--- config.mk ---
export PLATFORM = sky130hd
export DESIGN_NAME = vn2d_ease
export DESIGN_NICKNAME = d
export VERILOG_FILES = /design/src/sv/vn2d_pkg.sv /design/src/sv/vn2d_ease.sv
export SDC_FILE = /design/constraint.sdc
export NUM_CORES = 2
export LEC_CHECK = 0
export ABC_AREA = 1
export BUFFER_PORTS_ARGS = -buffer_cell sky130_fd_sc_hd__buf_2
export CAP_MARGIN = 20
export CORE_UTILIZATION = 35
export CTS_CLUSTER_DIAMETER = 200
export DETAILED_ROUTE_END_ITERATION = 8
export RECOVER_POWER = 100
export SYNTH_ARGS = -nofsm -noshare
export SYNTH_HDL_FRONTEND = slang
export SYNTH_SLANG_ARGS = --single-unit
--- constraint.sdc ---
create_clock -name clock -period 7.04 [get_ports clock]
set_input_delay 0 -clock clock [delete_from_list [all_inputs] [get_ports clock]]
set_output_delay 0 -clock clock [all_outputs]
set_load 0.01 [all_outputs]
--- src/sv/vn2d_pkg.sv ---
`default_nettype none

package vn2d_pkg;

   // lattice size used unless the top level is told otherwise
   localparam int LATTICE_SIZE_DEFAULT = 64;

   // field widths
   localparam int COORD_W  = 32;
   localparam int FRAC_W   = 16;
   localparam int Q_W      = 17;
   localparam int IDX_W    = 12;
   localparam int CORNER_W = 8;

   // table geometry
   localparam int VAL_DEPTH  = 4096;
   localparam int VAL_AW     = 12;
   localparam int PERM_DEPTH = 128;
   localparam int PERM_AW    = 7;
   localparam int PERM_W     = 6;

   // 1.0 in unsigned Q1.16
   localparam logic [Q_W-1:0] ONE_Q16 = 17'd65536;

   // command codes carried in tuser
   typedef enum logic [1:0] {
      CMD_EVAL     = 2'd0,
      CMD_VALUE_WR = 2'd1,
      CMD_PERM_WR  = 2'd2
   } cmd_type;

   // control that travels down the pipeline with each transaction
   typedef struct packed {
      logic    valid;
      cmd_type cmd;
   } stage_ctl_type;

endpackage

`default_nettype wire

--- src/sv/vn2d_ease.sv ---
`default_nettype none

module vn2d_ease (
   input  wire logic                        clock,
   input  wire logic                        enable,
   input  wire logic [vn2d_pkg::FRAC_W-1:0] frac,
   output logic      [vn2d_pkg::Q_W-1:0]    eased
);
   import vn2d_pkg::*;

   localparam int SQ_W  = 2 * FRAC_W;
   localparam int W_W   = FRAC_W + 2;
   localparam int P_W   = SQ_W + W_W;
   localparam int SHIFT = 2 * FRAC_W;

   logic [SQ_W-1:0] sq_ff;
   logic [W_W-1:0]  w_in;
   logic [W_W-1:0]  w_ff;
   logic [P_W-1:0]  p_ff;
   logic [P_W-1:0]  rnd;
   logic [Q_W-1:0]  s_ff;

   // s = t*t*(3 - 2t), rounded to Q1.16
   always_comb begin
      w_in = W_W'(3 * (1 << FRAC_W)) - {1'b0, frac, 1'b0};
      rnd  = p_ff + (P_W'(1) << (SHIFT - 1));
   end

   always_ff @(posedge clock) begin
      if (enable) begin
         sq_ff <= SQ_W'(frac) * SQ_W'(frac);
         w_ff  <= w_in;
         p_ff  <= P_W'(sq_ff) * P_W'(w_ff);
         s_ff  <= rnd[SHIFT+Q_W-1:SHIFT];
      end
   end

   assign eased = s_ff;

endmodule

`default_nettype wire

After elaboration in Yosys (flattened, before gate mapping)
Cells that the tools add are included.
{"block": "op_classes", "addsub": 2, "multipliers": 2, "n_div": 0, "magnitude_cmp": 0, "n_eq_ne": 0, "shift": 0, "muxes": 0, "bitwise_logic": 0, "n_reduce_logical": 0}
{"cell": "adder 49 x 32 -> 49 bit, second input constant", "count": 1}
{"cell": "multiplier 32 x 18 -> 49 bit", "count": 1}
{"cell": "multiplier 16 x 16 -> 32 bit", "count": 1}
{"cell": "subtractor 18 x 17 -> 18 bit, first input constant", "count": 1}
{"block": "totals", "register_bits": 116, "latch_bits": 0, "mem_bits_rw": 0, "mem_bits_ro": 0, "output_inout_bits": 17, "wordCells": 8, "memories": 0}

Depth between registers and ports, before layout
{"block": "depth", "depth_word": 1, "depth_mapped": 29}

Worst setup path after synthesis
Ideal clock, no wire load.
{"block": "synth_path", "path_kind": "register to register", "start": "register w_ff[3]", "end": "register p_ff[45], data pin", "setup_ns": 0.252, "arrival_time_ns": 5.371, "slack_ns": 1.417, "path_stages_with_launch": 25, "n_path_buf": 2, "period_less_slack_ns": 5.623, "cell_sequence": "edfxtp_1 clkbuf_1 buf_1 nand2_1 fa_1 inv_1 fa_1 inv_1 fa_1 inv_1 fa_1 fa_1 inv_1 fa_1 inv_1 ha_1 nand2_1 nor2_2 nand2_1 nor3b_2 nand2_1 o21ai_1 nor2_1 nand3_1 nand2_1"}
{"block": "synth_via", "elab_chain_cells": 1}
{"element": "start: declaration", "line_no": "vn2d_ease.sv:18", "source": "logic [W_W-1:0] w_ff;"}
{"element": "start signal: assignment", "line_no": "vn2d_ease.sv:32", "source": "w_ff <= w_in;"}
{"element": "multiplier 32 x 18 -> 49 bit", "line_no": "vn2d_ease.sv:33", "source": "p_ff <= P_W'(sq_ff) * P_W'(w_ff);"}
{"element": "end signal: assignment", "line_no": "vn2d_ease.sv:33"}
{"element": "end: declaration", "line_no": "vn2d_ease.sv:19", "source": "logic [P_W-1:0] p_ff;"}
Every way passes these cells.
A chain may end at the register's enable or synchronous reset.

Worst setup path in the final report
{"block": "layout_path", "start": "register w_ff[6]", "end": "register p_ff[36], data pin"}
The elaborated chain is that of the path after synthesis.

==> out/results.tsv <==
metric	value	unit
status	finished, violations left	
failing checks	capacitance limit, slew limit	
Final nets	4459	
via count	21590	
clock transition at the registers of the reported paths	0.08	ns
slew at the pin with the worst max-slew slack	3.18	ns
Num CTS Buffers	9	
Setup crit end kind	register	
initial DRC count	1191	
Final setup viols	0	
Mapped Cells	3656	
# diodes	0	
drt drc	0	
f_max	153	MHz
Filler cells	8498	
Register Area	2460	um^2
Clock Sinks	82	
Seq/Total Area, Yosys	8.55	%
Site Rows	104	
Post-CTS Resized	0	
mux contribution to synthesized area	0	%
Area contributors post-synth	fa_1 41%, inv_1 15%, nand2_1 12%	
Core Box Area	80900	um^2
Max Cap Viol	2	
Layout area overhead	4.70	%
area of the multi-input gates	21300	um^2
Mean Syn Cell Area	7.88	um^2
setup repair bufs after CTS	0	
fin cells	4657	
Syn Nets	4523	
CP Class	reg -> reg	
hold buffer count at CTS	0	
WP data arrival	6.65	ns
post-synthesis compound-gate area fraction	3.10	%
Initial Util	35.6	%
Vias per Instance	4.64	
worst hold-check path type	in -> reg	
clk_lat worst skew	0.37	ns
Synth warnings	0	
FF+latch count, synth	82	
first-pass GRT wire length	120000	um
initial antenna violation count	0	
Clock Tree Buf Depth	2	
Die ar.	83500	um^2
Simple-Gate Fraction of Synth Area	16.8	%
Placed Instances	4641	
H-tree depth	3	
cell area after synthesis	28800	um^2
Final ANT Viol Nets	0	
Hold Fails Final Rpt	0	
WL final	71400	um
I/O pins	35	
post-route cell area	30200	um^2
largest area contributor in the netlist	fa_1	
clk root buf	clkbuf_16	
grt total ovfl	0	
number of buffers added on ports	34	
Post-Synth Adder-Cell Area	52.4	%
layout cell share with drive strength beyond 1	2.36	%
max-slew violations	85	
Setup Skew	0.0121	ns
TritonCTS clock tree	done	
RePlAce Congestion	0.902	
RSZ-0062 raised after global routing	no	
CP Data Required Time	7.14	ns
largest family of logic cells by synthesized area	adder cells	
HPWL after DPL	58700	um
Final Core Density	37.3	%
final worst path period share	93.1	%
Total GRT Usage	18.2	%
routed len/inst	15.3	um
Horiz. Die Dim	289	um
Synth Area in XOR/XNOR	2.22	%
die height	289	um
Unique masters post-synth	43	
vias in the first global route	23376	
Synth top area share	41.3	%
Slew headroom	-112	%
Period minus WS final	6.55	ns
DP Area	30000	um^2
CP Launch Type	register	
DR pass1 iterations	8	
setup_tns	0	ns
largest net degree at the start of global routing	54	
critical-path maximum fanout	20	
kinds of logic (layout without fill, tap and decap cells):
| group | Yosys count | after routing |
|---|---|---|
| buf+inv | 1295 | 1236 |
| flops | 82 | 82 |
| xor+xnor | 73 | 73 |
| simple gates | 1193 | 1193 |
| fa+ha+maj | 849 | 849 |
| compound gates | 164 | 164 |
synthesized netlist by cell type, drive strengths merged:
cell type	count
fa	595
and2	1
o21ai	48
o21a	4
nand3b	3
o211ai	2
buf	12
inv	1150
xor2	51
nor3	25
o311ai	1
xnor2	22
nand3	66
a31oi	2
nand4	24
a21boi	3
a21oi	87
clkinv	2
edfxtp	82
or2	3
nor2	143
a21o	5
clkbuf	131
nor3b	2
nand2	923
ha	254
nor4	3
o21bai	12
layout by cell type (no fill, tap or decap), drive strengths merged:
cell type  instances
o21bai            12
buf               45
o211ai             2
edfxtp            82
inv             1153
a21o               5
or2                3
o21a               4
a21boi             3
nand3             66
nand4             24
nand2            923
nor3b              2
xor2              51
and2               1
xnor2             22
a31oi              2
o21ai             48
clkinv             3
nor3              25
clkinvlp           3
o311ai             1
nand3b             3
clkbuf            32
ha               254
nor2             143
nor4               3
a21oi             87
fa               595
path summary, 6_finish.rpt:
check / endpoint / startpoint / slack, ns / depth (start not counted)
setup reg to reg: p_ff[36]$_DFFE_PP_ / w_ff[6]$_DFFE_PP_ / 0.49 / 21
hold / removal: w_ff[17]$_DFFE_PP_ / frac[15] / 0.15 / 2
setup / recovery: p_ff[36]$_DFFE_PP_ / w_ff[6]$_DFFE_PP_ / 0.49 / 21
hold reg to reg: eased[16]$_DFFE_PP_ / p_ff[48]$_DFFE_PP_ / 0.60 / 1
worst max-delay path, cell delays in order (launching register included):
cell and delay, ns:
edfxtp_1 1.05, clkbuf_2 0.43, nand2_1 0.09, inv_1 0.12, fa_1 0.40, inv_1 0.08, fa_1 0.43, fa_1 0.52
inv_1 0.06, fa_1 0.54, fa_1 0.51, inv_1 0.05, fa_1 0.48, inv_1 0.04, ha_1 0.29, nand2_1 0.12
nor4_1 0.56, nand2_1 0.11, nand3_1 0.09, nand2_1 0.09, nand3_1 0.09, nand2_1 0.10
sequential cells by signal, summed over array words and instances (netlist names):
register and flops:
eased 17, p_ff 18, w_ff 16, sq_ff 31
layer usage:
layer | vias up | routed length [um] | track usage (%)
met1 | 10710 | 31200 | 24.0
met3 | 105 | 3340 | 1.62
met5 | - | 0 | 0
met4 | 0 | 1700 | 4.82
li1 | 10243 | - | -
met2 | 532 | 35100 | 32.0
through the flow:
stage,hold slack [ns],setup slack (ns)
floorplan,0.0989,1.42
global placement,0.410,0.721
detailed placement,0.411,0.725
CTS,0.0629,0.704
global route,0.163,0.203
finish,0.153,0.489
layout make-up:
cell class,instances,share of cell area (%)
clock buffer,9,0.747
clock inverter,7,0.236
inverter,1152,14.4
multi-input combinational,2279,70.7
sequential,82,8.16
tap,1060,4.40
timing repair buffer,68,1.34
Power is not shown: default switching activity piles up to over one toggle a cycle in this logic, so the estimate is an artifact.
