--- src/sv/vn2d_ram.sv ---
`default_nettype none

module vn2d_ram #(
   parameter int WIDTH = 8,
   parameter int DEPTH = 64
) (
   input  wire logic                     clock,
   input  wire logic                     wr_en,
   input  wire logic [$clog2(DEPTH)-1:0] wr_addr,
   input  wire logic [WIDTH-1:0]         wr_data,
   input  wire logic                     rd_en,
   input  wire logic [$clog2(DEPTH)-1:0] rd_addr_a,
   input  wire logic [$clog2(DEPTH)-1:0] rd_addr_b,
   output logic      [WIDTH-1:0]         rd_data_a,
   output logic      [WIDTH-1:0]         rd_data_b
);

   logic [WIDTH-1:0] mem_ff [DEPTH];
   logic [WIDTH-1:0] rd_a_ff;
   logic [WIDTH-1:0] rd_b_ff;

   // one write port, two registered read ports, read returns old data
   always_ff @(posedge clock) begin
      if (wr_en) begin
         mem_ff[wr_addr] <= wr_data;
      end
      if (rd_en) begin
         rd_a_ff <= mem_ff[rd_addr_a];
         rd_b_ff <= mem_ff[rd_addr_b];
      end
   end

   assign rd_data_a = rd_a_ff;
   assign rd_data_b = rd_b_ff;

endmodule

`default_nettype wire

--- config.mk ---
export PLATFORM = sky130hd
export DESIGN_NAME = vn2d_ram
export DESIGN_NICKNAME = d
export VERILOG_FILES = /design/src/sv/vn2d_ram.sv
export SDC_FILE = /design/constraint.sdc
export NUM_CORES = 1
export LEC_CHECK = 0
export BUFFER_PORTS_ARGS = -buffer_cell sky130_fd_sc_hd__buf_4
export CAP_MARGIN = 20
export CELL_PAD_IN_SITES_DETAIL_PLACEMENT = 1
export CELL_PAD_IN_SITES_GLOBAL_PLACEMENT = 1
export CORE_ASPECT_RATIO = 0.7
export CORE_MARGIN = 2
export CORE_UTILIZATION = 53
export CTS_CLUSTER_DIAMETER = 80
export DETAILED_ROUTE_END_ITERATION = 8
export PLACE_DENSITY_LB_ADDON = 0.1
export SYNTH_ARGS = -nofsm -noshare
export SYNTH_HDL_FRONTEND = slang
export SYNTH_SLANG_ARGS = --single-unit
--- constraint.sdc ---
create_clock -name clock -period 2.64 [get_ports clock]
set_input_delay 0.132 -clock clock [delete_from_list [all_inputs] [get_ports clock]]
set_output_delay 0.132 -clock clock [all_outputs]
set_load 0.05 [all_outputs]
* Yosys cells after proc, flatten, opt, wreduce, memory -nomap -nowiden *
Memories as Yosys holds them, arrays and structs flattened. A register that Yosys moved wholly into a read port is not among the register bits.
Cells that the tools add are included.

operators by class
  magnitude comparators = 0
  $add $sub $neg = 0
  bitwise gates (word level) = 0
  shifts and indexed selects = 0
  reduce and logical (&&, ||, !) cells = 0
  mux-type cells = 2
  multiply operators = 0
  eq/ne operators = 0
  divide/modulo/power cells = 0

operators by type and width
  operator          count
  2-to-1 mux 1 bit  2

word-level totals
  output and inout bits = 16
  bits in read-only memories = 0
  logic and storage cells = 3
  bits in latches = 0
  bits in registers = 0
  memory bits (writable) = 512
  memories kept = 1
  bits of input ports = 29

memory list
  memory  depth  bits a word  rd ports  clocked after Yosys merged registers in  write ports  line  RTL
  mem_ff  64     8            2         2                                        1            18    logic [WIDTH-1:0] mem_ff [DEPTH];

* Logic depth before layout (Yosys ltp) *
Gate-level depths: netlist (run 1).

  depth after elaboration = 2
  gate-level depth with buffers = 9
  mapped depth without buffers = 5

* Least setup slack after synthesis (run 1) *
No wires, ideal clock.

  path type = input -> register
  from = input port rd_addr_b[0]
  to = register rd_b_ff[4] (netlist: rd_data_b[4]) (read register of mem_ff) (data pin)
  library setup time = 0.253 ns
  path slack = 0.557 ns
  buffers on the path = 3
  arrival = 1.829 ns
  data required time = 2.387 ns
  stages = 8
  cell sequence = buf_2 > buf_2 > buf_4 > mux4_2 > a221oi_1 > o21ai_0 > nand3_1 > nand2_1

RTL lines
  element             line  RTL
  start: declaration  13    input wire logic [$clog2(DEPTH)-1:0] rd_addr_b,
  end: declaration    20    logic [WIDTH-1:0] rd_b_ff;

==> impl_metrics.ini, run 1 <==
[status]
outcome = completed

[clock_tree]
clkTransAtPathRegs_ps = 60
max-clock-path-buffers = 3
cts_sinks = 528
h-tree-depth = 2
cts_tree = done
numCtsBuffers = 50
insertion_delay_ps = 590
cts_resized = 0
cts_root_buffer = clkbuf_16

[global_route]
grt_use_total_pct = 31.8
use_met1_pct = 50.2
grt_pass1_wl_um = 106000
grt.met3_usage_pct = 7.49
grt_busiest_layer = met1
antenna_found_initial = 3
met2_usage_pct = 44.9
first_global_vias = 14200
grt_max_degree = 65
gr-total-overflow = 0

[synthesis]
async_reset_ff_share_pct = 0
synth_top_area_share_pct = 64.9
synth_edf_count = 528
synth_ff_type = edfxtp_1
yosys.area.top_type = edfxtp_1
yosysSeqAreaShare_pct = 64.9
syn_area_per_cell_sq_um = 20.2
yosysUniqueCellTypes = 37
synth_common_cells = edfxtp_1 (528), mux4_2 (270), nor2_1 (75)
synth_fp_nets = 1240
post-synth-top-count-cell = edfxtp_1
mappedNetlistArea_sq_mm = 0.0244
ys_top_cells_by_area = edfxtp_1 (65%), mux4_2 (25%), mux2i_1 (2.7%), nor2_1 (1.2%), buf_2 (0.63%)
ys_warn_count = 0
synth-seq-cells = 528
syn-instance-count = 1211

[place]
dp_hpwl_um = 49500
routabilityCongestion = 0.900
dpl_cell_area_sq_mm = 0.0263
port_buffers = 44

[worst_setup_path]
crit_path_start_kind = flop
path_class = flop to flop
crit_slowest_cell = a221oi_1
worst-path-max-fanout = 2
path_buf_inv = 0
cpPeakStageDelay_ps = 650
crit_chain = mux4_2 -> a221oi_1 -> o21ai_0 -> nand3_1 -> nand2_1
crit_arrival_ps = 2630
crit_family = compound AO/OA/AOI/OAI gates
critPathCaptureType = flop
cp.required_ps = 2960

[die]
core_area_sq_mm = 0.0453
die_h_um = 184
rows = 65
fp.dieW_um = 261
num_io_pins = 45
dieArea_sq_mm = 0.0479
initial_core_util_pct = 53.9

[sta]
tns_ps = 0
finalSetupViolCount = 0
final_hold_viol_count = 0
rsz0062_at_grt = false
clock_skew_ps = 25.0
min_period_ps = 2310
holdWs_ps = 58.2
drv_slew = 0
max_slew_margin_pct = 43.5
tightest_slew_ps = 845
finalCritPeriodShare_pct = 87.4
max_freq_mhz = 433

[pwr]
vdd_ir_drop_max_v = 0.000624
power_density_mw_per_mm2 = 665
p_leak_nw = 9.11
finalPower_mw = 18.7

[drt]
vias_per_cell = 7.10
drtAntennaViolNets = 0
num_vias = 14200
drc_errors = 0
wl_um = 73200
first_pass_iters = 5
drt-initial-drc-count = 2143
wire_per_inst_um = 36.6

[layout]
fillers = 3752
drive_gt1_share_pct = 38.0
syn_to_final_growth_pct = 14.8
finalInstanceArea_sq_mm = 0.0280
layout.nets = 1387
diodes = 0

[run]
drv_cap = 0

[worst_hold_path]
min_path_type = input pin to flop
registers in the layout, indices dropped and copies added (netlist names):
register   count
rd_data_a      8
rd_data_b      8
mem_ff       512
path summary, 6_finish.rpt:
path | slack (ps) | start | cells after the start | endpoint
max | 330 | mem_ff[39][5] | 5 | rd_data_b[5]
min | 60 | rd_addr_a[5] | 2 | rd_data_a[7]
max reg2reg | 330 | mem_ff[39][5] | 5 | rd_data_b[5]
min reg2reg | 980 | mem_ff[29][4] | 5 | rd_data_b[4]
kinds of logic after synthesis:
| logic type | share of synthesized area (%) |
|---|---|
| flip-flops | 64.9 |
| multiplexers | 27.7 |
| AO/OA/AOI/OAI | 2.79 |
| AND/OR/NAND/NOR | 2.67 |
| buffers and inverters | 1.97 |
placed cells by master, fill, tap and decap left out, drive strengths merged, types with 2 or more instances in the layout:
cell type and count:
o211ai 3, o31a 5, inv 4, clkinvlp 2, a221oi 7, mux2i 66
nand2 28, a21oi 10, a2111oi 2, dlygate4sd3 2, a221o 5, nand2b 6
nand3b 2, nor2b 8, buf 184, o221ai 5, mux4 270, nand3 20
bufinv 9, o22ai 20, nor2 75, clkinv 18, and2 3, a22oi 14
nor3 2, a211oi 2, edfxtp 528, clkbuf 62, mux2 2, nand4 3
o21ai 24
routing by layer:
layer / share of wire [%] / vias to the layer above
li1: - / 5530
met1: 42 / 7674
met2: 44 / 867
met3: 11 / 111
met4: 2.8 / 2
met5: 0.018 / -
through the flow:
stage | utilization [%] | std cells | setup slack, ps
after global placement | 58.1 | 1907 | 113
after global routing | 61.9 | 1999 | 135
after detailed placement | 58.1 | 1907 | 116
after CTS | 61.9 | 1999 | 321
after floorplan | - | 1211 | 557
final | 61.9 | 1999 | 333
layout make-up:
cell class	count	area, sq um	share of cell area [%]
Tap cell	603	754	2.69
Inverter	3	11.3	0.0402
Multi-Input combinational cell	587	8100	28.9
Sequential cell	528	15900	56.5
Clock inverter	30	377	1.34
Timing Repair Buffer	188	1640	5.84
Clock buffer	60	1310	4.67
what timing repair did:
action / 4_1_cts / 5_1_grt
hold buffers: 2 / 0
buffers inserted: 0 / 0
hold endpoints to repair: 17 / 0
where the power goes:
| group | switching (mW) | total (mW) | internal (mW) | leakage (nW) |
|---|---|---|---|---|
| clock network | 3.14 | 7.55 | 4.41 | 0.821 |
| registers | 0.0480 | 9.36 | 9.31 | 4.76 |
| logic | 1.04 | 1.74 | 0.699 | 3.53 |
| total | 4.23 | 18.7 | 14.4 | 9.11 |
worst reg2reg max path: stages, from the launching register on:
cell and delay, ps:
edfxtp_1 400, mux4_2 510, a221oi_1 650, o21ai_0 280
nand3_1 150, nand2_1 60
No activity file was read; power rests on OpenSTA's default activity.
==> run 2, diff against run 1 <==
--- a/config.mk
+++ b/config.mk
@@ -7,14 +7,13 @@
 export LEC_CHECK = 0
 export BUFFER_PORTS_ARGS = -buffer_cell sky130_fd_sc_hd__buf_4
 export CAP_MARGIN = 20
-export CELL_PAD_IN_SITES_DETAIL_PLACEMENT = 1
-export CELL_PAD_IN_SITES_GLOBAL_PLACEMENT = 1
 export CORE_ASPECT_RATIO = 0.7
 export CORE_MARGIN = 2
 export CORE_UTILIZATION = 53
 export CTS_CLUSTER_DIAMETER = 80
 export DETAILED_ROUTE_END_ITERATION = 8
-export PLACE_DENSITY_LB_ADDON = 0.1
+export PLACE_DENSITY = 0.69
+export REMOVE_ABC_BUFFERS = 1
 export SYNTH_ARGS = -nofsm -noshare
 export SYNTH_HDL_FRONTEND = slang
 export SYNTH_SLANG_ARGS = --single-unit
==> run 2 against run 1 <==
Sequential share of layout area up 0.16 points; total power shrank 1.9%; die area is the same; combinational power fell by 4%; non-clock buffer count decreased by 12; final area fell by 0.29%; first-iteration DRC count decreased by 6.1%; critical path type unchanged; largest power group unchanged.
==> impl_metrics.ini, run 2 (synthesis gave the netlist of run 1 again) <==
[status]
outcome = completed

[worst_setup_path]
reg2regPathDepth = 5
path_buf_inv = 0
cp.required_ps = 2970
crit_path_start_kind = flop
crit_family = multiplexers
cpPeakStageDelay_ps = 500
worst-path-max-fanout = 2
path_depth = 5
critPathCaptureType = flop
path_class = flop to flop
crit_arrival_ps = 2520
crit_chain = mux4_2 -> mux4_2 -> nor2_1 -> a2111oi_0 -> a311o_1
crit_slowest_cell = mux4_2
worst_path_most_repeated_cell = mux4_2

[sta]
max_slew_margin_pct = 46.4
clock_skew_ps = 22.6
worst_slack_ps = 447
min_period_ps = 2190
final_hold_viol_count = 0
tns_ps = 0
max_freq_mhz = 456
tightest_slew_ps = 802
finalCritPeriodShare_pct = 83.1
rsz0062_at_grt = false
finalSetupViolCount = 0
holdWs_ps = 33.9
drv_slew = 0

[drt]
wl_met3_um = 9420
first_pass_iters = 8
drtAntennaViolNets = 0
wl_met1_um = 26100
top_layer_used = met4
wire_per_inst_um = 33.5
vias_per_cell = 6.92
wl_met2_um = 29400
drc_errors = 0
drt-initial-drc-count = 2012
num_vias = 13800
wl_um = 66800

[pwr]
intPower_mw = 14.1
vdd_ir_drop_max_v = 0.000481
p_leak_nw = 9.06
power_density_mw_per_mm2 = 654
swShare_pct = 22.7
p_comb_share_pct = 9.1
net-switching-power_mw = 4.15
clock_power_share_pct = 39.7
seqPwrFrac_pct = 51.2

[die]
rows = 65
initial_core_util_pct = 53.9
core_area_sq_mm = 0.0453
fp.dieW_um = 261
dieArea_sq_mm = 0.0479
die_h_um = 184
num_io_pins = 45

[global_route]
grt_pass1_wl_um = 96700
grt_use_total_pct = 28.9
first_global_vias = 13700
gr-total-overflow = 0
grt_max_degree = 65
antenna_found_initial = 1

[clock_tree]
cts_setup_buffers = 0
cts_sinks = 528
h-tree-depth = 2
cts_tree = done
clkTransAtPathRegs_ps = 60
numCtsBuffers = 50
cts_resized = 0
cts_hold_buf = 1
cts_root_buffer = clkbuf_16
max-clock-path-buffers = 3
insertion_delay_ps = 580

[layout]
largest_register_ffs = 512
regMostFlops = mem_ff
final_common_cell = edfxtp_1
layout.nets = 1375
syn_to_final_growth_pct = 14.4
final_cell_mix = edfxtp_1 (528), mux4_2 (270), buf_4 (151)
drive_gt1_share_pct = 37.8
post-route-util_pct = 61.7

[place]
post-place-ws_ps = 22.6
dp_hpwl_um = 44900
routabilityCongestion = 0.882
port_buffers = 44

[worst_hold_path]
min_path_type = input pin to flop
min_path_cells = 3

[run]
drv_cap = 0
==> run 2: cell count changes in the layout (fill, tap and decap cells not counted), sizes merged <==
cell,previous run,this run
buf,184,173
clkinvlp,2,3
clkbuf,62,61
diode,0,1
bufinv,9,5
dlygate4sd3,2,1
clkinv,18,27
inv,4,3
==> run 2: area by class of cell <==
class / count / area, sq um
Fill cell: 3106 / 17300
Sequential cell: 528 / 15900
Multi-Input combinational cell: 587 / 8100
Timing Repair Buffer: 176 / 1590
Clock buffer: 59 / 1350
Tap cell: 603 / 754
Clock inverter: 35 / 297
Inverter: 3 / 11.3
Antenna cell: 1 / 2.50
==> run 2: per-layer routing <==
| layer | up-vias | track usage [%] |
|---|---|---|
| met5 | - | 0 |
| met4 | 0 | 7.89 |
| met3 | 105 | 7.68 |
| met2 | 983 | 41.5 |
| met1 | 7187 | 44.2 |
| li1 | 5515 | - |
==> run 2: power groups by stage <==
stage	sequential, mW	clock [mW]	combinational, mW
5_1_grt	9.36	7.69	1.75
4_1_cts	9.36	7.35	1.66
2_1_floorplan	9.60	0	0.678
6_report	9.36	7.26	1.67
3_5_place_dp	9.54	0	1.66
3_3_place_gp	9.54	0	1.64
==> run 2: final timing paths <==
kind	start	endpoint	slack (ps)
setup / recovery	mem_ff[15][7]	rd_data_a[7]	450
hold / removal	wr_addr[2]	mem_ff[53][1]	30
setup reg to reg	mem_ff[15][7]	rd_data_a[7]	450
hold reg to reg	mem_ff[36][1]	rd_data_b[1]	1010
==> run 2: worst min-delay path, stage by stage <==
cell,delay [ps]
buf_4,150
nand2b_1,90
nor2_1,60
==> run 2: stage by stage <==
| stage | cells | area [sq um] | power [mW] |
|---|---|---|---|
| 2_1_floorplan | 1118 | 24000 | 10.3 |
| 3_3_place_gp | 1896 | 26300 | 11.2 |
| 3_5_place_dp | 1896 | 26300 | 11.2 |
| 4_1_cts | 1991 | 28000 | 18.4 |
| 5_1_grt | 1991 | 28000 | 18.8 |
| 6_report | 1992 | 28000 | 18.3 |
==> run 3, diff against run 2 <==
==> constraint.sdc (replaced) <==
create_clock -name clock -period 2.2 [get_ports clock]
set_input_delay 0.11 -clock clock [delete_from_list [all_inputs] [get_ports clock]]
set_output_delay 0.11 -clock clock [all_outputs]
set_load 0.05 [all_outputs]
==> run 3 against run 2 <==
Critical path depth down 1; die area unchanged; count of clock-buffer cells in the layout up 5; first-iteration DRC count down 4.1%; largest cell class unchanged; routed wire length up 0.54%; highest routed layer is now met5; critical endpoint is now rd_data_a[5]; global-route usage up 0.16 points.
==> impl_metrics.ini, run 3 (synthesis gave the netlist of run 1 again) <==
[global_route]
gr-total-overflow = 0
grt_use_total_pct = 29.0
grt_pass1_wl_um = 98100
first_global_vias = 14100
antenna_found_initial = 4
grt_max_degree = 65

[die]
dieArea_sq_mm = 0.0479
initial_core_util_pct = 53.9
rows = 65
die_h_um = 184
num_io_pins = 45
fp.dieW_um = 261
core_area_sq_mm = 0.0453

[sta]
tns_ps = 0
drv_slew = 0
holdWs_ps = 42.1
finalSetupViolCount = 0
final_hold_viol_count = 0
max_slew_margin_pct = 46.9
finalCritPeriodShare_pct = 98.3
tightest_slew_ps = 797
rsz0062_at_grt = false
clock_skew_ps = 17.9
max_freq_mhz = 462
min_period_ps = 2160

[status]
outcome = completed

[place]
routabilityCongestion = 0.914
dpl_cell_area_sq_mm = 0.0268
port_buffers = 44
dp_hpwl_um = 45900

[clock_tree]
clkTransAtPathRegs_ps = 60
h-tree-depth = 2
cts_tree = done
max-clock-path-buffers = 3
cts_root_buffer = clkbuf_16
insertion_delay_ps = 580
cts_sinks = 528
numCtsBuffers = 50

[drt]
wire_per_inst_um = 32.7
vias_per_cell = 6.85
wl_um = 67100
drtAntennaViolNets = 0
drc_errors = 0
first_pass_iters = 7
drt-initial-drc-count = 1929
num_vias = 14100

[worst_setup_path]
rr_endpoint = rd_data_a[5]
worst-path-max-fanout = 2
reg2regPathDepth = 4
startpoint = mem_ff[55][5]
path_class = flop to flop
crit_slowest_cell = mux4_2
crit_path_start_kind = flop
crit_chain = mux4_2 -> mux4_2 -> o21ai_1 -> o22ai_1
critPathCaptureType = flop
worst_path_most_repeated_cell = mux4_2
r2r_slack_ps = 40
r2r-start = mem_ff[55][5]
cpPeakStageDelay_ps = 570
cp.required_ps = 2510
crit_arrival_ps = 2470

[layout]
layout.nets = 1437
final_cell_mix = edfxtp_1 (528), mux4_2 (270), buf_4 (205)
final_common_cell = edfxtp_1
post-route-util_pct = 62.9
regMostFlops = mem_ff
drive_gt1_share_pct = 39.8
largest_register_ffs = 512
finalInstanceArea_sq_mm = 0.0285
syn_to_final_growth_pct = 16.6

[run]
drv_cap = 0

[pwr]
swShare_pct = 22.5
clock_power_share_pct = 39.3
intPower_mw = 17.1
finalPower_mw = 22.0
power_density_mw_per_mm2 = 773
net-switching-power_mw = 4.95
vdd_ir_drop_max_v = 0.000584
seqPwrFrac_pct = 51.1
p_leak_nw = 9.36
p_comb_share_pct = 9.6

[worst_hold_path]
min_delay_worst_endpoint = rd_data_b[3]
min_path_type = input pin to flop
min_path_cells = 3
min-delay-start = rd_addr_b[5]
run 3: cell count changes in the layout (fill, tap and decap cells not counted), sizes merged:
cell / delta
buf: +59
clkbuf: +5
dlygate4sd3: +3
diode: +2
clkinv: -8
run 3: routing by layer:
| layer | up-vias | GRT usage [%] | part of all wire [%] |
|---|---|---|---|
| met5 | - | 0 | 0.019 |
| met4 | 2 | 7.57 | 2.6 |
| met3 | 107 | 8.23 | 12 |
| met2 | 922 | 41.5 | 44 |
| met1 | 7387 | 44.4 | 41 |
| li1 | 5652 | - | - |
run 3: worst max path at each step:
stage,to,depth (start not counted)
after detailed placement,rd_data_a[5],6
after global routing,rd_data_a[7],5
final,rd_data_a[5],4
after global placement,rd_data_a[5],6
after CTS,rd_data_a[7],5
after floorplan,rd_data_a[7],5
run 3: per-stage QoR:
stage / instances / setup WS [ps]
after floorplan: 1118 / 270
after global placement: 1953 / -248
after detailed placement: 1953 / -252
after CTS: 2048 / 6.75
after global routing: 2053 / 21.1
final: 2053 / 37.7
run 3: final cells by class:
| class | instances | area (sq um) |
|---|---|---|
| Clock inverter | 27 | 253 |
| Fill cell | 3061 | 16800 |
| Clock buffer | 64 | 1370 |
| Inverter | 3 | 11.3 |
| Sequential cell | 528 | 15900 |
| Timing Repair Buffer | 238 | 2130 |
| Multi-Input combinational cell | 587 | 8100 |
| Antenna cell | 3 | 7.51 |
| Tap cell | 603 | 754 |
run 3: critical path, delay by kind of cell, from the launching register on:
family,cells,cell delay [ps]
flip-flops,1,400
multiplexers,2,1080
AO/OA/AOI/OAI,2,420
run 3: power groups by stage:
stage	Clock (mW)	Combinational (mW)	Sequential, mW
after floorplan	0	0.813	11.5
after global placement	0	2.07	11.4
after detailed placement	0	2.09	11.4
after CTS	8.77	2.10	11.2
after global routing	9.21	2.22	11.2
final	8.65	2.12	11.2
run 3: repair_timing:
item / CTS / global route
endpoints found under the hold margin: 20 / 0
setup buffers: 0 / 2
hold buffers: 4 / 0
setup endpoints to repair: 0 / 1
resized for setup: 0 / 2
