==> config.mk <==
export PLATFORM = sky130hd
export DESIGN_NAME = vn2d_wrap
export DESIGN_NICKNAME = d
export VERILOG_FILES = /design/src/sv/vn2d_pkg.sv /design/src/sv/vn2d_wrap.sv
export SDC_FILE = /design/constraint.sdc
export NUM_CORES = 1
export LEC_CHECK = 0
export ABC_AREA = 1
export BUFFER_PORTS_ARGS = -buffer_cell sky130_fd_sc_hd__buf_2
export CORE_AREA = 2 2 47 49
export DETAILED_ROUTE_END_ITERATION = 6
export DIE_AREA = 0 0 49 51
export HOLD_SLACK_MARGIN = 0.12
export PLACE_DENSITY = 0.81
export SYNTH_ARGS = -nofsm -noshare
export SYNTH_HDL_FRONTEND = slang
export SYNTH_SLANG_ARGS = --single-unit
==> constraint.sdc <==
create_clock -name clock -period 1.7 [get_ports clock]
set_clock_uncertainty 0.2 [all_clocks]
set_input_delay 0.085 -clock clock [delete_from_list [all_inputs] [get_ports clock]]
set_output_delay 0.085 -clock clock [all_outputs]
set_load 0.01 [all_outputs]
==> src/sv/vn2d_pkg.sv <==
`default_nettype none

package vn2d_pkg;

   // lattice size used unless the top level is told otherwise
   localparam int LATTICE_SIZE_DEFAULT = 64;

   // field widths
   localparam int COORD_W  = 32;
   localparam int FRAC_W   = 16;
   localparam int Q_W      = 17;
   localparam int IDX_W    = 12;
   localparam int CORNER_W = 8;

   // table geometry
   localparam int VAL_DEPTH  = 4096;
   localparam int VAL_AW     = 12;
   localparam int PERM_DEPTH = 128;
   localparam int PERM_AW    = 7;
   localparam int PERM_W     = 6;

   // 1.0 in unsigned Q1.16
   localparam logic [Q_W-1:0] ONE_Q16 = 17'd65536;

   // command codes carried in tuser
   typedef enum logic [1:0] {
      CMD_EVAL     = 2'd0,
      CMD_VALUE_WR = 2'd1,
      CMD_PERM_WR  = 2'd2
   } cmd_type;

   // control that travels down the pipeline with each transaction
   typedef struct packed {
      logic    valid;
      cmd_type cmd;
   } stage_ctl_type;

endpackage

`default_nettype wire

==> src/sv/vn2d_wrap.sv <==
`default_nettype none

module vn2d_wrap #(
   parameter int LATTICE_SIZE = vn2d_pkg::LATTICE_SIZE_DEFAULT
) (
   input  wire logic                           clock,
   input  wire logic                           enable,
   input  wire logic [vn2d_pkg::COORD_W-1:0]   coord,
   output logic      [vn2d_pkg::CORNER_W-1:0]  lo,
   output logic      [vn2d_pkg::CORNER_W-1:0]  hi
);
   import vn2d_pkg::*;

   // bias makes the integer part non-negative without changing it mod the lattice
   localparam int INT_W       = COORD_W - FRAC_W;
   localparam int BIAS_MULT   = (32768 + LATTICE_SIZE - 1) / LATTICE_SIZE;
   localparam int BIAS        = BIAS_MULT * LATTICE_SIZE;
   localparam int U_W         = INT_W + 1;
   localparam int RECIP_SHIFT = 24;
   localparam int RECIP       = (1 << RECIP_SHIFT) / LATTICE_SIZE;
   localparam int PROD_W      = U_W + RECIP_SHIFT;
   localparam int QL_W        = U_W + 9;
   localparam int R_W         = 10;

   logic signed [U_W:0]     biased;
   logic [U_W-1:0]          u_in;
   logic [U_W-1:0]          u_ff;
   logic [PROD_W-1:0]       prod_in;
   logic [PROD_W-1:0]       prod_ff;
   logic [U_W-1:0]          quot;
   logic [QL_W-1:0]         diff;
   logic [R_W-1:0]          rem;
   logic [R_W-1:0]          rem_fix;
   logic [CORNER_W-1:0]     lo_in;
   logic [CORNER_W-1:0]     hi_in;
   logic [CORNER_W-1:0]     lo_ff;
   logic [CORNER_W-1:0]     hi_ff;

   // stage one: floor, bias, reciprocal multiply
   always_comb begin
      biased  = $signed({{2{coord[COORD_W-1]}}, coord[COORD_W-1:FRAC_W]})
                + $signed((U_W+1)'(BIAS));
      u_in    = biased[U_W-1:0];
      prod_in = PROD_W'(u_in) * PROD_W'(RECIP);
   end

   // stage two: remainder with one correction step
   always_comb begin
      quot    = prod_ff[PROD_W-1:RECIP_SHIFT];
      diff    = QL_W'(u_ff) - QL_W'(quot) * QL_W'(LATTICE_SIZE);
      rem     = diff[R_W-1:0];
      rem_fix = (rem >= R_W'(LATTICE_SIZE)) ? rem - R_W'(LATTICE_SIZE) : rem;
      lo_in   = rem_fix[CORNER_W-1:0];
      hi_in   = (lo_in == CORNER_W'(LATTICE_SIZE - 1)) ? '0 : lo_in + 1'b1;
   end

   always_ff @(posedge clock) begin
      if (enable) begin
         u_ff    <= u_in;
         prod_ff <= prod_in;
         lo_ff   <= lo_in;
         hi_ff   <= hi_in;
      end
   end

   assign lo = lo_ff;
   assign hi = hi_ff;

endmodule

`default_nettype wire

# After elaboration in Yosys (flattened, before gate mapping)
# Cells that the tools add are included.
# totals
ff_bits,26
mem_bits_rw,0
mem_bits_ro,0
out_inout_bits,16
inputBits,34
wordCells,10
n_memories,0
latch_bits,0
# op_classes
multipliers,0
n_eq_ne,1
bitwise_logic,0
magnitude_cmp,1
reduce_logical,0
n_addsub,4
div_mod_pow,0
shifts,0
mux,1
# ops
cell,n
$add A10 B1 Y10 const B,1
$ge A10 B7 Y1 const B,1
$sub A10 B10 Y10,1
$add A8 B1 Y8 const B,1
$eq A8 B6 Y1 const B,1
$mux W8,1
$sub A8 B7 Y8 const B,1

# Depth between registers and ports, before layout
# Gate-level depths: netlist of the first run.
# depth
word_depth,4
depth_mapped,6
depth_no_buf,6

# Worst setup path after synthesis of the first run
# No wires, ideal clock.
# synth_path
kind,flip-flop to flip-flop
start,register u_ff[0]
end,"register hi_ff[4], in the netlist hi[4] (data pin)"
setup_ns,0.260
path_slack_ns,0.347
path_stages_with_launch,5
arrival_ns,0.893
required_ns,1.240
synth_period_minus_slack_ns,1.353
n_path_buf,0
cell_sequence,edfxtp_1 ha_1 nand2_1 nor2_1 xor2_1
# synth_between
elab_chain_cells,4
word_cells_on_any_way,6
cone_classes,add/sub: 3; order compare: 1; eq/ne: 1; mux: 1
# synth_rtl
item,line,source
start: declaration,vn2d_wrap.sv:27,logic [U_W-1:0] u_ff;
start signal: assignment,vn2d_wrap.sv:59,u_ff <= u_in;
$sub A10 B10 Y10 (*),vn2d_wrap.sv:50,diff = QL_W'(u_ff) - QL_W'(quot) * QL_W'(LATTICE_SIZE);
$sub A8 B7 Y8 or $ge A10 B7 Y1 (tied branches),vn2d_wrap.sv:52,rem_fix = (rem >= R_W'(LATTICE_SIZE)) ? rem - R_W'(LATTICE_SIZE) : rem;
$mux W8 (*),vn2d_wrap.sv:52,
$add A8 B1 Y8 or $eq A8 B6 Y1 (tied branches),vn2d_wrap.sv:54,hi_in = (lo_in == CORNER_W'(LATTICE_SIZE - 1)) ? '0 : lo_in + 1'b1;
end signal: assignment,vn2d_wrap.sv:62,hi_ff <= hi_in;
end: declaration,vn2d_wrap.sv:37,logic [CORNER_W-1:0] hi_ff;
# Mark *: on every way between the ends. The rest lies on a longest branch, timed or not.
# A chain may end at the register's enable or synchronous reset.

# Worst setup path after layout of the first run
# layout_path
start,register u_ff[0]
end,"register hi_ff[0], in the netlist hi[0] (data pin)"
# The elaborated chain is that of the path after synthesis.

==> summary.md, run 1 <==
| Metric | Value |
|---|---|
| HPWL after DPL | `657.1 microns` |
| Netlist Area Pre-Place | `728.2 sq um` |
| Max Root-Sink Buffers | `2` |
| Leak pwr | `~0.42 nW` |
| Met1 usage | `0.07429` |
| Row cnt | `17` |
| CTS Buf Count | `3` |
| Cell total after placement | `99` |
| FF+latch area | `570.5 sq um` |
| Area leader, netlist | `edfxtp_1` |
| Worst Hold Path Cells | `0` |
| Met3 global-route usage | `0.05556` |
| Vias in the first global route | `~390` |
| Hold WC Path Type | `reg2reg` |
| Routed len/inst | `8.573 microns` |
| Worst-case reg-to-reg path depth | `6` |
| Critical path data arrival time | `1.30 ns` |
| Area growth from synthesis to layout | `30.41%` |
| XOR/XNOR share of the synthesized area | `0.02405` |
| Final Setup Violations | `0` |
| Final Hold Vio Count | `0` |
| Final-stage net count | `118` |
| Area contributors post-synth | `edfxtp_1 78%, nand2_1 4.6%, buf_4 3.1%, inv_1 3.1%, nor2_1 2.6%` |
| Initial DRC Count | `1` |
| Filler cells | `184` |
| FF+latch count, synth | `19` |
| Root Driver | `clkbuf_4` |
| Met2 Usage GRT | `0.1461` |
| Clk slew on worst S/H paths | `around 0.10 ns` |
| Routed vias/inst | `around 4` |
| Ports | `50` |
| Outcome | `finished, final reports clean` |
| Top cell type's share of synthesized area | `0.7835` |
| Largest family of logic cells by synthesized area | `simple AND/OR/NAND/NOR gates` |
| Die X | `approximately 50 microns` |
| Routed Antenna Nets | `0` |
| Initial core utilization | `0.3529` |
| Syn Area/Cell | `14.28 sq um` |
| Overflow left after global routing | `0` |
| Unique cell type count in the Yosys netlist | `12` |
| Detailed-route via count | `433` |
| Max Cap Violations | `0` |
| Fin cells | `110` |
| Gr usage total | `0.08221` |
| Ant diodes | `0` |
| Reg2Reg Launch Point | `u_ff[0]` |
| GRT Max-Usage Layer | `met2` |
| Synth Instances | `51` |
| PD cells | `933.4 nW/um^2` |
| Post-synthesis simple-gate area fraction | `0.09622` |
| Pre-Repair DR Iteration Count | `2` |
| First-pass GRT wire length | `1455 microns` |
| DR DRC count | `0` |
| Largest net degree at the start of global routing | `20` |
| Die Y | `about 51 microns` |
| Mux share of post-synthesis cell area | `0` |
| Setup repair bufs after CTS | `0` |
| I/O Buffers | `20` |
| RSZ-0062 raised after global routing | `no` |
| Final Routed Wirelength | `about 940 microns` |
| Fmax | `0.6908 GHz` |
| Crit path launch | `u_ff[0]` |
| Final Wtd Congestion | `0.7026` |
| Post-synthesis compound-gate area fraction | `0.006873` |
| Core footprint | `2063 sq um` |
| H-tree Lvls | `1` |
| Hold Startpoint | `u_ff[5]` |
| Setup TNS | `0 ns` |
| # clock sinks | `19` |
| Post-CTS sizing | `0` |
| Final period utilization | `0.8515` |
| Min cycle time layout | `1.448 ns` |
| Max Slew Vio Count | `0` |
| CP Capture Type | `flop` |
| Total Die Area | `2499 sq um` |
| Max VDD drop | `~0.00066 V` |
| Layout cells sized above 1 | `0.3293` |
| Startpoint types | `flop` |
| TritonCTS clock tree | `built` |
| Initial antenna violation count | `0` |
| Post-Synth Adder-Cell Area | `0.01718` |
| CP Max Fanout | `4` |
| Yosys Warn Count | `0` |
| Sequential area share after synthesis | `0.7835` |
| Clk_lat worst skew | `0.28 ns` |
| Multi-input gate area | `about 120 sq um` |
| Critical path type | `reg2reg` |
| Worst Path Required | `1.55 ns` |
## layout by cell type, fill, tap and decap left out
| cell type | count |
|---|---|
| inv_1 | 6 |
| clkinv_2 | 1 |
| clkbuf_4 | 3 |
| nand2_1 | 9 |
| buf_2 | 20 |
| inv_2 | 1 |
| xor2_1 | 2 |
| nand3_1 | 1 |
| edfxtp_1 | 19 |
| nor2_2 | 2 |
| o21ai_1 | 1 |
| nor2_1 | 5 |
| ha_1 | 1 |
| conb_1 | 4 |
| dlygate4sd3_1 | 7 |
## critical path, stage by stage, from the launching register on
cell and delay [ns]:
edfxtp_1 0.41, ha_1 0.21, nand2_1 0.10, nor2_2 0.11
nand2_1 0.09, inv_2 0.06, nor2_1 0.04
## power breakdown
part | total (mW) | internal (mW) | switching (mW)
registers | 0.576 | 0.561 | 0.0153
logic | 0.0974 | 0.0441 | 0.0532
clock network | 0.213 | 0.0875 | 0.126
## final timing paths
| kind | endpoint | slack, ns |
|---|---|---|
| worst max-delay path | hi[0] | 0.25 |
| worst min register to register | lo[5] | 0.29 |
| worst max register to register | hi[0] | 0.25 |
| worst min-delay path | lo[5] | 0.29 |
## cell families (layout without fill, tap and decap cells)
family	after synthesis	after routing
buffers and inverters	10	38
XOR/XNOR	2	2
AO/OA/AOI/OAI	1	1
AND/OR/NAND/NOR	17	17
adder cells (fa/ha/maj)	1	1
flip-flops	19	19
other	1	4
## routing by layer
layer	vias to the layer above	part of all wire
li1	223	-
met1	185	0.41
met2	25	0.48
met3	0	0.11
met4	0	0
met5	-	0
## synthesized netlist by cell type (all sizes together)
library cell,instances
buf,3
conb,1
edfxtp,19
ha,1
inv,7
nand2,9
nand3,1
nor2,7
o21ai,1
xor2,2
## timing repair
action	CTS	global route
hold buffers	7	0
endpoints found under the setup margin	0	0
endpoints found under the hold margin	25	0
## registers in the layout, summed over array words and instances, names as in the netlist
signal and count:
hi 7, lo 6, u_ff 6
## stage by stage
stage / power, mW / hold slack [ns] / util / cell area, sq um / worst slack (ns)
after global placement: 0.6689 / 0.06351 / 0.4130 / 852.1 / 0.2998
final: 0.8864 / 0.2922 / 0.4603 / 949.7 / 0.2525
after CTS: 0.8911 / 0.2874 / 0.4603 / 949.7 / 0.2436
after detailed placement: 0.6731 / 0.06309 / 0.4130 / 852.1 / 0.2529
after floorplan: 0.6348 / -0.01613 / - / 739.5 / 0.3470
after global routing: 0.9301 / 0.2862 / 0.4603 / 949.7 / 0.1827
## area by class of cell
class,instances,area share
sequential,19,0.6008
clock buffer,3,0.02372
multi-input combinational,25,0.1265
inverter,7,0.02767
clock inverter,1,0.005270
timing repair buffer,27,0.1792
tap,28,0.03689
(Power assumes the default switching activity.)
==> run 2: changes to the inputs <==
==> config.mk (replaced) <==
export PLATFORM = sky130hd
export DESIGN_NAME = vn2d_wrap
export DESIGN_NICKNAME = d
export VERILOG_FILES = /design/src/sv/vn2d_pkg.sv /design/src/sv/vn2d_wrap.sv
export SDC_FILE = /design/constraint.sdc
export NUM_CORES = 1
export LEC_CHECK = 0
export ABC_AREA = 0
export BUFFER_PORTS_ARGS = -buffer_cell sky130_fd_sc_hd__buf_2
export CORE_AREA = 2 2 46 48
export DETAILED_ROUTE_END_ITERATION = 6
export DIE_AREA = 0 0 48 50
export HOLD_SLACK_MARGIN = 0.12
export PLACE_DENSITY = 0.82
export SYNTH_ARGS = -nofsm -noshare
export SYNTH_HDL_FRONTEND = slang
export SYNTH_SLANG_ARGS = --single-unit
export TNS_END_PERCENT = 1
==> summary.md, run 2 <==
| Metric | Value |
|---|---|
| Clk_lat worst skew | `0.29 ns` |
| Hold WC Path Type | `in2reg` |
| Post-synth top cells | `19 x edfxtp_1, 3 x buf_4, 3 x nand3_1` |
| Yosys Warn Count | `0` |
| H-tree Lvls | `1` |
| Layout cells sized above 1 | `0.3571` |
| Critical path type | `reg2reg` |
| Initial core utilization | `0.3658` |
| Post-synth EDFFs | `19` |
| Post-route design area | `915.9 sq um` |
| Total Die Area | `2400 sq um` |
| # clock sinks | `19` |
| Hold Path Sink | `u_ff[3]` |
| Outcome | `finished, final reports clean` |
| Initial DRC Count | `0` |
| Final Routed Wirelength | `969 microns` |
| Unique cell type count in the Yosys netlist | `14` |
| Max Root-Sink Buffers | `2` |
| Netlist Area Pre-Place | `approximately 700 sq um` |
| Hold Startpoint | `coord[19]` |
| Vias in the first global route | `between 300 and 400` |
| CTS Buf Count | `3` |
| RSZ-0062 raised after global routing | `no` |
| First-pass GRT wire length | `1483 microns` |
| Core footprint | `1902 sq um` |
| Max reg flops | `7` |
| HPWL after DPL | `657.9 microns` |
| RR Endpoint | `hi[3]` |
| I/O Buffers | `20` |
| Fmax | `0.6589 GHz` |
| Switching share of power | `0.2194` |
| Min cycle time layout | `1.518 ns` |
| Die Y | `50 microns` |
| Final Wtd Congestion | `about 0.8` |
| Top cell type's share of synthesized area | `0.8201` |
| Final Setup Violations | `0` |
| Max VDD drop | `0.0002875 V` |
| PD cells | `969.0 nW/um^2` |
| Ant diodes | `0` |
| Power share of the clock group | `0.244` |
| Placed cell areas | `between 800 and 900 sq um` |
| Area growth from synthesis to layout | `31.65%` |
| Routed vias/inst | `4.206` |
| Psw | `194.7 uW` |
| Overflow left after global routing | `0` |
| Pre-Repair DR Iteration Count | `1` |
| FF+latch count, synth | `19` |
| Detailed-route via count | `408` |
| Most frequent cells in the layout | `20 x buf_2, 19 x edfxtp_1, 7 x dlygate4sd3_1` |
| CP Max Fanout | `6` |
| Final period utilization | `0.8928` |
| Initial antenna violation count | `0` |
| Startpoint types | `flop` |
| Setup repair bufs after CTS | `0` |
| Clk slew on worst S/H paths | `0.10 ns` |
| Largest net degree at the start of global routing | `20` |
| Filler cells | `roughly 170` |
| Die X | `48 microns` |
| Area contributors post-synth | `edfxtp_1 82%, buf_4 3.2%, xor2_1 2.5%, nand3_1 2.2%, ha_1 1.8%` |
| Max Cap Violations | `0` |
| Reg2Reg Launch Point | `u_ff[0]` |
| Hold Slack | `slightly below 0.3 ns` |
| Register-to-register setup slack | `0.18 ns` |
| Most frequent cell after synthesis | `edfxtp_1` |
| Leak pwr | `0.3623 nW` |
| Worst-case reg-to-reg path depth | `4` |
| Core Util, Final | `0.4816` |
| Sequential fraction of design power | `0.654` |
| Synth async-reset ratio | `0` |
| Area leader, netlist | `edfxtp_1` |
| Routed len/inst | `around 10 microns` |
| Sequential area share after synthesis | `0.8201` |
| CP Capture Type | `flop` |
| DR DRC count | `0` |
| Gr usage total | `0.09201` |
| Routed Antenna Nets | `0` |
| Critical path data arrival time | `1.38 ns` |
| P_int | `roughly 700 uW` |
| Final Hold Vio Count | `0` |
| Root Driver | `clkbuf_4` |
| Row cnt | `16` |
| Most common cell after layout, fill and taps aside | `buf_2` |
| Post-synth top flop | `edfxtp_1` |
| Worst Hold Path Cells | `2` |
| Combinational Power Share | `0.102` |
| Max Slew Vio Count | `0` |
| TritonCTS clock tree | `built` |
| Ports | `50` |
| Synth Instances | `39` |
| Pwr Total | `887.5 uW` |
| Worst Path Required | `1.56 ns` |
| Setup TNS | `0 ns` |
| Final-stage net count | `106` |
| Syn Area/Cell | `about 18 sq um` |
run 2: cell types whose count changed in the layout (fill, tap and decap cells not counted):
cell     previous run  this run
nand3_1             1         3
inv_1               6         0
inv_2               1         0
o21ai_0             0         1
a21oi_1             0         1
nor2b_1             0         1
nor2_1              5         2
o31ai_1             0         1
nor2_2              2         1
nand2_1             9         2
xnor2_1             0         1
o21ai_1             1         0
run 2: stage by stage:
| step | setup WS [ns] | cells |
|---|---|---|
| after floorplan | 0.3194 | 42 |
| after global placement | 0.2225 | 86 |
| after detailed placement | 0.1963 | 86 |
| after CTS | 0.1806 | 97 |
| after global routing | 0.08016 | 97 |
| final | 0.1822 | 97 |
run 2: how the worst max path moves through the flow:
stage | depth (start not counted) | startpoint | to
3_3_place_gp | 4 | u_ff[0] | hi[1]
2_1_floorplan | 4 | u_ff[0] | hi[3]
3_5_place_dp | 4 | u_ff[0] | hi[1]
4_1_cts | 4 | u_ff[0] | hi[1]
5_1_grt | 4 | u_ff[0] | hi[1]
6_report | 4 | u_ff[0] | hi[3]
run 2: cells by family (layout without fill, tap and decap cells):
logic type / count (synthesis) / count (layout) / synth area share
other cells: 1 / 4 / 0.005391
simple gates: 9 / 9 / 0.06116
fa+ha+maj: 1 / 1 / 0.01798
buf+inv: 3 / 31 / 0.03237
xor+xnor: 3 / 3 / 0.03778
flops: 19 / 19 / 0.8201
compound gates: 3 / 3 / 0.02517
run 2: per-layer routing:
metal  up-vias  global-route usage  wire length, microns  share of wire
met2        20              0.1622                   526           0.54
met1       186             0.08294                   364           0.38
li1        198                   -                     -              -
met5         -                   0                     0              0
met3         4             0.02198                    55          0.057
met4         0             0.06757                    22          0.023
run 2: critical path: stages (launching register included):
cell	delay, ns
edfxtp_1	0.45
ha_1	0.24
nand3_1	0.14
nor2_2	0.18
nor2_1	0.07
run 2: what timing repair did:
action                                 CTS  global route
gates resized for setup                  0             0
hold buffers                             7             0
endpoints found under the hold margin   25             0
run 2: layout make-up:
type	count	area [sq um]	share of cell area
flip-flops and latches	19	570.5	0.6230
multi-input cells	20	113.9	0.1243
clock inverters	1	5.005	0.005464
repair buffers	27	170.2	0.1858
well taps	27	33.78	0.03689
clock buffers	3	22.52	0.02459
run 2: power by group through the flow:
stage	combinational, mW	sequential (mW)	clock [mW]
final	0.0906	0.580	0.216
after global routing	0.104	0.586	0.236
after CTS	0.0919	0.581	0.223
after detailed placement	0.0795	0.592	0
after global placement	0.0776	0.589	0
after floorplan	0.0293	0.603	0
==> run 3: changes to the inputs <==
--- a/config.mk
+++ b/config.mk
@@ -5,13 +5,14 @@
 export SDC_FILE = /design/constraint.sdc
 export NUM_CORES = 1
 export LEC_CHECK = 0
-export ABC_AREA = 0
+export ABC_AREA = 1
 export BUFFER_PORTS_ARGS = -buffer_cell sky130_fd_sc_hd__buf_2
-export CORE_AREA = 2 2 46 48
+export CORE_AREA = 2 2 49 51
 export DETAILED_ROUTE_END_ITERATION = 6
-export DIE_AREA = 0 0 48 50
+export DIE_AREA = 0 0 51 53
+export GPL_ROUTABILITY_DRIVEN = 1
 export HOLD_SLACK_MARGIN = 0.12
-export PLACE_DENSITY = 0.82
+export PLACE_DENSITY = 0.79
 export SYNTH_ARGS = -nofsm -noshare
 export SYNTH_HDL_FRONTEND = slang
 export SYNTH_SLANG_ARGS = --single-unit
==> constraint.sdc (replaced) <==
create_clock -name clock -period 1.3 [get_ports clock]
set_clock_uncertainty 0.2 [all_clocks]
set_input_delay 0.065 -clock clock [delete_from_list [all_inputs] [get_ports clock]]
set_output_delay 0.065 -clock clock [all_outputs]
set_load 0.01 [all_outputs]
==> summary.md, run 3 (same netlist as run 1, synthesis figures left out) <==
| Metric | Value |
|---|---|
| Initial antenna violation count | `0` |
| Worst Path Required | `1.16 ns` |
| RR Endpoint | `hi[4]` |
| Routed vias/inst | `about 3.9` |
| Max VDD drop | `0.0004702 V` |
| Register-to-register setup slack | `-0.04 ns` |
| Final Wtd Congestion | `around 0.83` |
| Routed Antenna Nets | `0` |
| CP Capture Type | `flop` |
| P_int | `a little over 900 uW` |
| CP endpoint | `hi[4]` |
| Root Driver | `clkbuf_4` |
| Hold WC Path Type | `in2reg` |
| Power share of the clock group | `0.242` |
| Setup TNS | `-0.1456 ns` |
| # clock sinks | `19` |
| Reg2Reg Launch Point | `u_ff[1]` |
| Pre-Repair DR Iteration Count | `4` |
| TritonCTS clock tree | `built` |
| Switching share of power | `0.2206` |
| Initial DRC Count | `3` |
| Startpoint types | `flop` |
| DR DRC count | `0` |
| Worst-case reg-to-reg path depth | `4` |
| Min setup slack post-route | `-0.04465 ns` |
| First-pass GRT wire length | `roughly 1500 microns` |
| Outcome | `finished with violations` |
| Clk_lat worst skew | `0.30 ns` |
| Most frequent cells in the layout | `20 x buf_2, 19 x edfxtp_1, 7 x nand2_1, 7 x dlygate4sd3_1, 6 x inv_1` |
| Die Y | `53 microns` |
| Critical path type | `reg2reg` |
| Final Setup Violations | `6` |
| Gr usage total | `0.08349` |
| Post-route design area | `slightly below 1000 sq um` |
| Vias in the first global route | `390` |
| Placed cell areas | `869.6 sq um` |
| Row cnt | `17` |
| Overflow left after global routing | `0` |
| Detailed-route via count | `440` |
| Final Routed Wirelength | `959 microns` |
| Max Slew Vio Count | `0` |
| Cell total after placement | `101` |
| Combinational Power Share | `0.122` |
| Critical path data arrival time | `1.20 ns` |
| Failing checks | `negative setup slack` |
| Final period utilization | `1.034` |
| Ports | `50` |
| Max Root-Sink Buffers | `2` |
| Pwr Total | `roughly 1.2 mW` |
| Max Cap Violations | `0` |
| Fmax | `0.7437 GHz` |
| I/O Buffers | `20` |
| Most common cell after layout, fill and taps aside | `buf_2` |
| Ant diodes | `0` |
| Psw | `260.5 uW` |
| Max reg flops | `7` |
| Sequential fraction of design power | `0.636` |
| Largest net degree at the start of global routing | `20` |
| RSZ-0062 raised after global routing | `yes` |
| Final Hold Vio Count | `0` |
| Fin cells | `113` |
| Crit path launch | `u_ff[1]` |
| Area growth from synthesis to layout | `35.05%` |
| Final-stage net count | `121` |
| Total Die Area | `2703 sq um` |
| Initial core utilization | `0.3390` |
| Clk slew on worst S/H paths | `0.09 ns` |
| Leak pwr | `roughly 0.43 nW` |
| Die X | `around 51 microns` |
| Layout cells sized above 1 | `0.3765` |
| Min cycle time layout | `between 1 and 1.5 ns` |
| Core footprint | `between 2000 and 2500 sq um` |
| Filler cells | `197` |
| Routed len/inst | `8.487 microns` |
| CTS Buf Count | `3` |
| PD cells | `1201 nW/um^2` |
| HPWL after DPL | `682.9 microns` |
| CP Max Fanout | `2` |
| Hold Slack | `around 0.27 ns` |
| H-tree Lvls | `1` |
[run 3: cell count changes in the layout (fill, tap and decap cells not counted), moves of 2 or more]
cell	previous run	this run
buf_4	0	3
inv_1	0	6
nand2_1	2	7
nand2_2	0	2
nand3_1	3	1
nor2_1	2	5
[run 3: per-layer routing]
layer  global-route usage  wire [microns]  up-vias
met4              0.08559              34        0
met1              0.07650             367      186
li1                     -               -      228
met2               0.1364             461       21
met3              0.03390              96        5
met5                    0               0        -
[run 3: final cells by class]
class | instances | area (sq um) | share of cell area
multi-input cells | 25 | 132.6 | 0.1349
inverters | 7 | 26.28 | 0.02672
well taps | 28 | 35.03 | 0.03562
repair buffers | 30 | 192.7 | 0.1959
flip-flops and latches | 19 | 570.5 | 0.5802
clock buffers | 4 | 26.28 | 0.02672
[run 3: through the flow]
stage | util | worst slack, ns
floorplan | - | -0.01531
global placement | 0.4048 | -0.03176
detailed placement | 0.4048 | -0.06987
CTS | 0.4554 | -0.05460
global route | 0.4578 | -0.09755
finish | 0.4578 | -0.04465
[run 3: timing repair]
action,CTS,global route
hold endpoints to repair,25,0
resized for setup,2,1
setup buffers,1,0
endpoints found under the setup margin,5,6
hold buffers,7,0
pin swaps,2,2
[run 3: critical path: stages, from the launching register on]
cell	delay (ns)
edfxtp_1	0.41
ha_2	0.21
nand2_2	0.09
nor2_1	0.06
xor2_1	0.14
[run 3: worst min-delay path by stage]
stage               startpoint  endpoint  slack [ns]  depth (start not counted)
global placement     coord[17]   u_ff[1]        0.04                          1
global route         coord[18]   u_ff[2]        0.27                          2
finish               coord[16]   u_ff[0]        0.27                          2
detailed placement   coord[17]   u_ff[1]        0.04                          1
CTS                  coord[19]   u_ff[3]        0.27                          2
floorplan            coord[16]   u_ff[0]       -0.04                          0
[run 3: power by group through the flow]
| stage | combinational, mW | clock, mW | sequential, mW |
|---|---|---|---|
| global route | 0.161 | 0.315 | 0.757 |
| CTS | 0.143 | 0.294 | 0.751 |
| detailed placement | 0.123 | 0 | 0.765 |
| global placement | 0.119 | 0 | 0.763 |
| floorplan | 0.0466 | 0 | 0.784 |
| finish | 0.144 | 0.286 | 0.751 |
